<file path="src/rtl/core/ipv4_address_mask_table_defines.svh">
// Assertion macros used by the IPv4 address/mask table RTL.
`ifndef IPV4_ADDRESS_MASK_TABLE_DEFINES_SVH
`define IPV4_ADDRESS_MASK_TABLE_DEFINES_SVH

// Concurrent property checked on every clock edge outside reset.
`define AMT_ASSERT(label, prop, msg) \
  label: assert property (@(posedge clk) disable iff (!rst_n) prop) \
    else $error(msg);

// Property whose consequence must hold in the cycle after its trigger.
`define AMT_ASSERT_NEXT(label, trig, cons, msg) \
  label: assert property (@(posedge clk) disable iff (!rst_n) (trig) |=> (cons)) \
    else $error(msg);

`endif

</file>
<file path="src/rtl/core/ipv4_amt_pkg.sv">
// Types and constants of the IPv4 address/mask table.
`timescale 1ns / 1ps

package ipv4_amt_pkg;

  localparam int unsigned ADDR_W  = 32;
  localparam int unsigned FUNC_W  = 2;
  localparam int unsigned POS_W   = 4;
  localparam int unsigned STAT_W  = 2;
  localparam int unsigned TOTAL_W = 5;

  typedef enum logic [FUNC_W-1:0] {
    FUNC_FIND   = 2'd0,
    FUNC_ADD    = 2'd1,
    FUNC_REMOVE = 2'd2,
    FUNC_CLEAR  = 2'd3
  } func_t;

  typedef enum logic [STAT_W-1:0] {
    ST_DONE      = 2'd0,
    ST_NO_CHANGE = 2'd1,
    ST_FULL      = 2'd2
  } status_t;

  typedef enum logic [2:0] {
    S_IDLE,
    S_SRCH_RD,
    S_SRCH_CMP,
    S_EXEC,
    S_SHIFT_RD,
    S_SHIFT_WR,
    S_RESP
  } state_t;

endpackage

</file>
<file path="src/rtl/core/ipv4_amt_in_if.sv">
// Command channel of the IPv4 address/mask table.
`timescale 1ns / 1ps

interface ipv4_amt_in_if;
  logic                                valid;
  logic                                ready;
  logic [ipv4_amt_pkg::FUNC_W-1:0]     func;
  logic [ipv4_amt_pkg::ADDR_W-1:0]     addr;
  logic [ipv4_amt_pkg::ADDR_W-1:0]     net_mask;
  logic                                last_pair;

  modport source (output valid, func, addr, net_mask, last_pair, input ready);
  modport sink   (input valid, func, addr, net_mask, last_pair, output ready);
endinterface

</file>
<file path="src/rtl/core/ipv4_amt_out_if.sv">
// Result channel of the IPv4 address/mask table.
`timescale 1ns / 1ps

interface ipv4_amt_out_if;
  logic                                valid;
  logic                                ready;
  logic                                hit;
  logic [ipv4_amt_pkg::POS_W-1:0]      position;
  logic [ipv4_amt_pkg::STAT_W-1:0]     status;
  logic [ipv4_amt_pkg::TOTAL_W-1:0]    entry_total;
  logic                                last_out;

  modport source (output valid, hit, position, status, entry_total, last_out, input ready);
  modport sink   (input valid, hit, position, status, entry_total, last_out, output ready);
endinterface

</file>
<file path="src/rtl/core/ipv4_address_mask_table.sv">
// Top level of the IPv4 address/mask table: entry memory and search/compaction sequencer.
`timescale 1ns / 1ps
// Usage:
// The table holds up to DEPTH address/mask pairs packed at indexes 0 .. count-1.
// Commands arrive on in_if (valid/ready); each transaction carries func, addr,
// net_mask and last_pair. Every command yields exactly one result transaction on
// out_if with hit, position, status, entry_total and last_out.
// Commands are handled one at a time; in_if.ready is high only while idle.
// Sequence from acceptance to a valid result:
//   clear: empties the table and presents its result in the next cycle.
//   find/add/remove: the entries are compared one at a time, from the highest
//   entry down, stopping at the first match; an empty table is not searched.
//   A remove that hits then moves each entry above it down one place, one
//   entry at a time, before the result is presented.
// Each compare and each moved entry needs the single read port of the entry
// memory, so they run one after another.
// With a ready receiver the next command can be taken in the cycle after the
// result is delivered.
// Reset clears the entry count and the sequencer; memory contents are not
// cleared and are only read below the count. A stalled result holds on out_if
// and the block takes no new command until it is delivered.

`include "ipv4_address_mask_table_defines.svh"

module ipv4_address_mask_table #(
  parameter int unsigned DEPTH = 16
) (
  input  logic            clk,
  input  logic            rst_n,
  ipv4_amt_in_if.sink     in_if,
  ipv4_amt_out_if.source  out_if
);

  localparam int unsigned CW = $clog2(DEPTH + 1);
  localparam int unsigned IW = (DEPTH > 1) ? $clog2(DEPTH) : 1;
  localparam int unsigned EW = 2 * ipv4_amt_pkg::ADDR_W;
  localparam logic [CW-1:0] DEPTH_C = CW'(DEPTH);

  ipv4_amt_pkg::state_t  state_r, state_nxt;
  logic [CW-1:0]         count_r, count_nxt;
  logic [IW-1:0]         idx_r, idx_nxt;
  logic                  hit_r, hit_nxt;
  logic [IW-1:0]         pos_r, pos_nxt;
  ipv4_amt_pkg::status_t status_r, status_nxt;
  ipv4_amt_pkg::func_t   func_r, func_nxt;
  logic [ipv4_amt_pkg::ADDR_W-1:0] addr_r, addr_nxt;
  logic [ipv4_amt_pkg::ADDR_W-1:0] mask_r, mask_nxt;
  logic                  last_r, last_nxt;

  // Entry memory: {address, mask} per entry, one write and one registered read.
  logic [EW-1:0] mem [DEPTH];
  logic [EW-1:0] rd_data_r;
  logic [IW-1:0] mem_ra;
  logic [IW-1:0] mem_wa;
  logic [EW-1:0] mem_wd;
  logic          mem_we;
  logic          in_accept;

  assign in_accept = in_if.valid && in_if.ready;

  always_ff @(posedge clk) begin
    if (mem_we) begin
      mem[mem_wa] <= mem_wd;
    end
    rd_data_r <= mem[mem_ra];
  end

  always_ff @(posedge clk) begin
    if (!rst_n) begin
      state_r <= ipv4_amt_pkg::S_IDLE;
      count_r <= '0;
    end else begin
      state_r <= state_nxt;
      count_r <= count_nxt;
    end
  end

  always_ff @(posedge clk) begin
    idx_r    <= idx_nxt;
    hit_r    <= hit_nxt;
    pos_r    <= pos_nxt;
    status_r <= status_nxt;
    func_r   <= func_nxt;
    addr_r   <= addr_nxt;
    mask_r   <= mask_nxt;
    last_r   <= last_nxt;
  end

  always_comb begin
    state_nxt  = state_r;
    count_nxt  = count_r;
    idx_nxt    = idx_r;
    hit_nxt    = hit_r;
    pos_nxt    = pos_r;
    status_nxt = status_r;
    func_nxt   = func_r;
    addr_nxt   = addr_r;
    mask_nxt   = mask_r;
    last_nxt   = last_r;
    mem_ra     = idx_r;
    mem_we     = 1'b0;
    mem_wa     = idx_r;
    mem_wd     = {addr_r, mask_r};

    unique case (state_r)
      ipv4_amt_pkg::S_IDLE: begin
        if (in_if.valid) begin
          func_nxt   = ipv4_amt_pkg::func_t'(in_if.func);
          addr_nxt   = in_if.addr;
          mask_nxt   = in_if.net_mask;
          last_nxt   = in_if.last_pair;
          hit_nxt    = 1'b0;
          pos_nxt    = '0;
          status_nxt = ipv4_amt_pkg::ST_DONE;
          if (in_if.func == ipv4_amt_pkg::FUNC_CLEAR) begin
            count_nxt = '0;
            state_nxt = ipv4_amt_pkg::S_RESP;
          end else if (count_r == '0) begin
            state_nxt = ipv4_amt_pkg::S_EXEC;
          end else begin
            idx_nxt   = IW'(count_r - 1'b1);
            state_nxt = ipv4_amt_pkg::S_SRCH_RD;
          end
        end
      end
      ipv4_amt_pkg::S_SRCH_RD: begin
        mem_ra    = idx_r;
        state_nxt = ipv4_amt_pkg::S_SRCH_CMP;
      end
      ipv4_amt_pkg::S_SRCH_CMP: begin
        // The search runs downward, so the first match is the highest one.
        if (rd_data_r == {addr_r, mask_r}) begin
          hit_nxt   = 1'b1;
          pos_nxt   = idx_r;
          state_nxt = ipv4_amt_pkg::S_EXEC;
        end else if (idx_r == '0) begin
          state_nxt = ipv4_amt_pkg::S_EXEC;
        end else begin
          idx_nxt   = idx_r - 1'b1;
          state_nxt = ipv4_amt_pkg::S_SRCH_RD;
        end
      end
      ipv4_amt_pkg::S_EXEC: begin
        state_nxt = ipv4_amt_pkg::S_RESP;
        unique case (func_r)
          ipv4_amt_pkg::FUNC_FIND: begin
            status_nxt = hit_r ? ipv4_amt_pkg::ST_DONE : ipv4_amt_pkg::ST_NO_CHANGE;
          end
          ipv4_amt_pkg::FUNC_ADD: begin
            if (count_r >= DEPTH_C) begin
              status_nxt = ipv4_amt_pkg::ST_FULL;
            end else if (hit_r) begin
              status_nxt = ipv4_amt_pkg::ST_NO_CHANGE;
            end else begin
              mem_we    = 1'b1;
              mem_wa    = IW'(count_r);
              pos_nxt   = IW'(count_r);
              count_nxt = count_r + 1'b1;
            end
          end
          ipv4_amt_pkg::FUNC_REMOVE: begin
            if (hit_r) begin
              count_nxt = count_r - 1'b1;
              // Entries above the removed one move down one place each.
              if (CW'(pos_r) < CW'(count_r - 1'b1)) begin
                idx_nxt   = pos_r;
                state_nxt = ipv4_amt_pkg::S_SHIFT_RD;
              end
            end else begin
              status_nxt = ipv4_amt_pkg::ST_NO_CHANGE;
            end
          end
          ipv4_amt_pkg::FUNC_CLEAR: begin
            status_nxt = ipv4_amt_pkg::ST_DONE;
          end
        endcase
      end
      ipv4_amt_pkg::S_SHIFT_RD: begin
        mem_ra    = IW'(idx_r + 1'b1);
        state_nxt = ipv4_amt_pkg::S_SHIFT_WR;
      end
      ipv4_amt_pkg::S_SHIFT_WR: begin
        mem_we  = 1'b1;
        mem_wa  = idx_r;
        mem_wd  = rd_data_r;
        idx_nxt = IW'(idx_r + 1'b1);
        if ((CW'(idx_r) + 1'b1) < count_r) begin
          state_nxt = ipv4_amt_pkg::S_SHIFT_RD;
        end else begin
          state_nxt = ipv4_amt_pkg::S_RESP;
        end
      end
      ipv4_amt_pkg::S_RESP: begin
        if (out_if.ready) begin
          state_nxt = ipv4_amt_pkg::S_IDLE;
        end
      end
      default: begin
        state_nxt = ipv4_amt_pkg::S_IDLE;
      end
    endcase
  end

  assign in_if.ready        = (state_r == ipv4_amt_pkg::S_IDLE);
  assign out_if.valid       = (state_r == ipv4_amt_pkg::S_RESP);
  assign out_if.hit         = hit_r;
  assign out_if.position    = ipv4_amt_pkg::POS_W'(pos_r);
  assign out_if.status      = status_r;
  assign out_if.entry_total = ipv4_amt_pkg::TOTAL_W'(count_r);
  assign out_if.last_out    = last_r;

  `AMT_ASSERT(a_count_bound, count_r <= DEPTH_C, "entry count exceeds table depth")
  `AMT_ASSERT(a_search_in_range,
    (state_r == ipv4_amt_pkg::S_SRCH_RD || state_r == ipv4_amt_pkg::S_SRCH_CMP)
      |-> (CW'(idx_r) < count_r), "search index outside the valid entries")
  `AMT_ASSERT(a_one_side_open, !(in_if.ready && out_if.valid),
    "command taken while a result is pending")
  `AMT_ASSERT_NEXT(a_clear_empties,
    in_accept && (in_if.func == ipv4_amt_pkg::FUNC_CLEAR),
    (count_r == '0) && (state_r == ipv4_amt_pkg::S_RESP), "clear did not empty the table")
  `AMT_ASSERT_NEXT(a_add_grows,
    (state_r == ipv4_amt_pkg::S_EXEC) && (func_r == ipv4_amt_pkg::FUNC_ADD) && mem_we,
    count_r == CW'($past(count_r) + 1'b1), "add stored an entry without counting it")

endmodule
</file>
<file path="src/flat_wrapper.sv">
// flat-port wrapper written by rule: the top's interface ports become plain ports
module ipv4_address_mask_table_flat 
#(
  parameter int unsigned DEPTH = 16
)
  (clk, rst_n, in_if_valid, in_if_func, in_if_addr, in_if_net_mask, in_if_last_pair, in_if_ready, out_if_valid, out_if_hit, out_if_position, out_if_status, out_if_entry_total, out_if_last_out, out_if_ready);
  ipv4_amt_in_if in_if_i ();
  ipv4_amt_out_if out_if_i ();
  input  logic clk;
  input  logic rst_n;
  input wire logic [$bits(in_if_i.valid)-1:0] in_if_valid;
  input wire logic [$bits(in_if_i.func)-1:0] in_if_func;
  input wire logic [$bits(in_if_i.addr)-1:0] in_if_addr;
  input wire logic [$bits(in_if_i.net_mask)-1:0] in_if_net_mask;
  input wire logic [$bits(in_if_i.last_pair)-1:0] in_if_last_pair;
  output wire logic [$bits(in_if_i.ready)-1:0] in_if_ready;
  output wire logic [$bits(out_if_i.valid)-1:0] out_if_valid;
  output wire logic [$bits(out_if_i.hit)-1:0] out_if_hit;
  output wire logic [$bits(out_if_i.position)-1:0] out_if_position;
  output wire logic [$bits(out_if_i.status)-1:0] out_if_status;
  output wire logic [$bits(out_if_i.entry_total)-1:0] out_if_entry_total;
  output wire logic [$bits(out_if_i.last_out)-1:0] out_if_last_out;
  input wire logic [$bits(out_if_i.ready)-1:0] out_if_ready;
  assign in_if_i.valid = in_if_valid;
  assign in_if_i.func = in_if_func;
  assign in_if_i.addr = in_if_addr;
  assign in_if_i.net_mask = in_if_net_mask;
  assign in_if_i.last_pair = in_if_last_pair;
  assign in_if_ready = in_if_i.ready;
  assign out_if_valid = out_if_i.valid;
  assign out_if_hit = out_if_i.hit;
  assign out_if_position = out_if_i.position;
  assign out_if_status = out_if_i.status;
  assign out_if_entry_total = out_if_i.entry_total;
  assign out_if_last_out = out_if_i.last_out;
  assign out_if_i.ready = out_if_ready;
  ipv4_address_mask_table #(.DEPTH(DEPTH)) u_core (.clk(clk), .rst_n(rst_n), .in_if(in_if_i), .out_if(out_if_i));
endmodule
</file>
<file path="config.mk">
export PLATFORM = sky130hd
export DESIGN_NAME = ipv4_address_mask_table_flat
export DESIGN_NICKNAME = d
export VERILOG_FILES = /design/src/rtl/core/ipv4_amt_pkg.sv /design/src/rtl/core/ipv4_amt_in_if.sv /design/src/rtl/core/ipv4_amt_out_if.sv /design/src/rtl/core/ipv4_address_mask_table.sv /design/src/flat_wrapper.sv
export VERILOG_INCLUDE_DIRS = /design/src /design/src/rtl/core
export SDC_FILE = /design/constraint.sdc
export NUM_CORES = 1
export LEC_CHECK = 0
export CAP_MARGIN = 30
export CORE_MARGIN = 5
export CORE_UTILIZATION = 30
export CTS_CLUSTER_SIZE = 25
export DETAILED_ROUTE_END_ITERATION = 10
export DONT_BUFFER_PORTS = 1
export PLACE_DENSITY = 0.51
export SETUP_SLACK_MARGIN = 0.15
export SYNTH_ARGS = -nofsm -noshare
export SYNTH_HDL_FRONTEND = slang
export SYNTH_SLANG_ARGS = --single-unit
</file>
<file path="constraint.sdc">
create_clock -name clk -period 6.8 [get_ports clk]
set_input_delay 1.36 -clock clk [delete_from_list [all_inputs] [get_ports clk]]
set_output_delay 1.36 -clock clk [all_outputs]
set_load 0.1 [all_outputs]
</file>
==> results.txt <==
outcome = finished, final reports clean
multi-input logic area = 10,100 µm²
clk root buf = clkbuf_16
share of layout cells above drive strength 1 = 0.135
number of endpoints failing setup at the final stage = 0
setup TNS = 0 ns
antenna violations before repair = 17
Port Buffers = 0
Yosys Warn Count = 0
Pleak = 16.9 nW
CP bufs+invs = 2
worst hold slack = 0.628 ns
crit-path leading delay family = simple AND/OR/NAND/NOR gates
GRT overflow = 0
Slew Limit Fails = 0
Yosys reg bits = 1,174
post-detail-place hpwl = 63.7 mm
crit path launch type = flop
Sink Count = 1,174
Via-to-Cell Ratio = 4.92
RSZ-0062 raised after global routing = false
Layout Nets = 3,017
GPL Wtd Cong = 0.756
Overall Global Routing Usage = 0.156
post-route ant nets = 0
Worst Setup End Kind = flop
ys async rst share = 0
clk slew on worst S/H paths = 0.06 ns
Min-Delay Path Class = flop to flop
register area = 34,500 µm²
Post-Syn Area per Cell = 15.6 µm²
DRT Pass-1 Iters = 6
CORE AREA = 150,000 µm²
Final Hold Fails = 0
hold depth = 1
Yosys cell types = 53
worst-case reg-to-reg path depth = 7
Post-CTS Resized = 0
boundary pin count = 86
largest net degree at the start of global routing = 157
Area Overhead vs Synth = 16.1%
Die Wd = 398 µm
Worst slew margin = 0.217
critical path class = flop to flop
min Tclk post-route = 4.51 ns
Die Area = 158,000 µm²
Clock Path Buffers = 3
hold-fix buffer count after cts = 0
routed wire length = 125 mm
fmax = 222 MHz
Slowest-stage cell, CP = edfxtp_1
CP Cell Sequence = nor4b_1 -> nand3_1 -> nor2_1 -> a32oi_1 -> nor2_4 -> buf_4 -> buf_4
DRC viols = 0
most frequent CP cell = buf_4
vias in the first global route = 24,800
most frequently used flop master after synthesis = edfxtp_1
crit share post-route = 0.664
worst-path fanout max = 38
CP required = 7.15 ns
Max VDD drop = 0.334 mV
stages on the worst setup path = 7
critical path's largest stage delay = 0.81 ns
Cell Pwr Density = 408 nW/µm²
Mapped Cells = 2,897
Post-synth EDFFs = 1,102
DRT iter0 DRCs = 2,488
FILL cells = 14,100
post-detailed-route wirelength per cell = 24.6 µm
CTS tree = done
std cell rows = 142
effective utilization at floorplan = 0.301
syn_nets = 2,979
TritonCTS buffer count = 131
arrival time worst endpoint = 4.87 ns
setup bufs post-CTS = 0
Mapped Area = 45,100 µm²
actual slew at the worst max-slew pin = 1.17 ns
Skew-Pair Late Insertion Delay = 0.76 ns
first-pass GRT wire length = 180 mm
via count = 24,900
sequential-to-total area share from yosys stat = 0.765
Max-cap violations = 0
CTS H-Tree Depth = 4
clk_skew = 0.0331 ns
die height = 398 µm
through the flow:
step	setup slack, ns	instance area, µm²	cells	utilization	power, mW
floorplan	1.68	45100	2897	-	12.6
global placement	2.25	47900	4809	0.320	14.5
CTS	2.26	52300	5054	0.349	21.6
detailed placement	2.28	48000	4814	0.321	14.5
global route	2.10	52400	5062	0.350	22.4
finish	2.29	52400	5067	0.350	21.4
synthesized netlist by cell type (3+ instances only):
cell type / count / area [µm²]
a22o_1: 3 / 26.3
ha_1: 11 / 138
o21ai_1: 64 / 320
a22oi_1: 64 / 480
nor2b_1: 5 / 31.3
mux4_2: 128 / 2880
edfxtp_1: 1102 / 33100
nor3_1: 8 / 40.0
inv_1: 17 / 63.8
mux2i_1: 6 / 60.1
a21oi_1: 14 / 70.1
xnor2_1: 76 / 666
buf_1: 8 / 30.0
nand4_1: 82 / 513
a32oi_1: 3 / 26.3
a31oi_1: 6 / 37.5
buf_2: 26 / 130
a21o_1: 4 / 30.0
buf_6: 6 / 67.6
or3_1: 3 / 18.8
nand2_1: 725 / 2720
nor2_1: 37 / 139
dfxtp_1: 72 / 1440
nand3_1: 263 / 1320
buf_4: 3 / 22.5
o21ai_0: 11 / 55.1
nand2b_1: 4 / 25.0
clkbuf_1: 112 / 420
nor4_1: 5 / 31.3
area by class of cell:
cell class / count / share of cell area
multi-input combinational: 1551 / 0.193
antenna: 9 / 0.000430
clock inverter: 57 / 0.0121
inverter: 17 / 0.00127
tap: 2016 / 0.0481
timing repair buffer: 60 / 0.0166
sequential: 1174 / 0.659
clock buffer: 183 / 0.0700
logic make-up after synthesis:
family	after synthesis	share of synthesized area
AOI/OAI and AO/OA	183	0.0257
xor gates and xnor gates	77	0.0149
and+or+nand+nor	1144	0.110
buffers and inverters	172	0.0163
muxes	135	0.0654
DFF	1174	0.765
adders and majority gates	12	0.00327
final timing paths:
check	slack, ns	endpoint	from
max	2.29	u_core.mem[15][6]	u_core.out_if.hit
min reg2reg	0.63	u_core.out_if.status[1]	u_core.func_r[1]
max reg2reg	2.29	u_core.mem[15][6]	u_core.out_if.hit
min	0.63	u_core.out_if.status[1]	u_core.func_r[1]
registers in the layout, indices dropped and copies added, names as in the netlist:
| name | flops |
|---|---|
| u_core.out_if.entry_total | 5 |
| u_core.func_r | 2 |
| u_core.out_if.position | 4 |
| u_core.rd_data_r | 64 |
| u_core.state_r | 3 |
| u_core.out_if.status | 2 |
| u_core.out_if.hit | 1 |
| u_core.addr_r | 32 |
| u_core.out_if.last_out | 1 |
| u_core.idx_r | 4 |
| u_core.mem | 1024 |
| u_core.mask_r | 32 |
per-layer routing:
layer	share of wire	global-route usage	wire, µm
met3	0.070	0.0343	8780
met1	0.44	0.219	55000
met4	0.022	0.0481	2770
met2	0.47	0.243	58100
met5	0.00038	0	47
cells in the final DEF, fill, tap and decap left out, types with 3 or more instances in the layout:
| cell | n |
|---|---|
| a32oi_1 | 3 |
| nand3_1 | 263 |
| nor4_1 | 5 |
| buf_4 | 28 |
| clkinv_2 | 18 |
| nand4_1 | 82 |
| clkbuf_1 | 37 |
| dfxtp_1 | 72 |
| inv_1 | 16 |
| nand2_1 | 724 |
| a22o_1 | 3 |
| diode_2 | 9 |
| edfxtp_1 | 1102 |
| o21ai_0 | 11 |
| nor3_1 | 7 |
| clkbuf_8 | 11 |
| xnor2_2 | 4 |
| nand2b_1 | 4 |
| mux2i_1 | 6 |
| nor2_4 | 22 |
| buf_12 | 22 |
| a21o_1 | 4 |
| clkinv_1 | 15 |
| ha_1 | 11 |
| clkbuf_16 | 136 |
| buf_16 | 6 |
| nor2_1 | 15 |
| nor2b_1 | 5 |
| bufinv_16 | 11 |
| a22oi_1 | 64 |
| or3_1 | 3 |
| o21ai_1 | 64 |
| clkinv_8 | 6 |
| mux4_2 | 128 |
| a21oi_1 | 14 |
| xnor2_1 | 72 |
| inv_6 | 5 |
| a31oi_1 | 6 |
worst reg2reg max path: cells and delay by family, from the launching register on:
family,cells,cell delay (ns)
AOI/OAI and AO/OA,1,0.26
buffers and inverters,2,1.21
DFF,1,0.81
and+or+nand+nor,4,1.83
report_power, final:
part	internal, mW	switching [mW]
clock network	4.20	2.88
logic	1.69	3.43
registers	8.73	0.450
total	14.6	6.76
(Power assumes the default switching activity.)
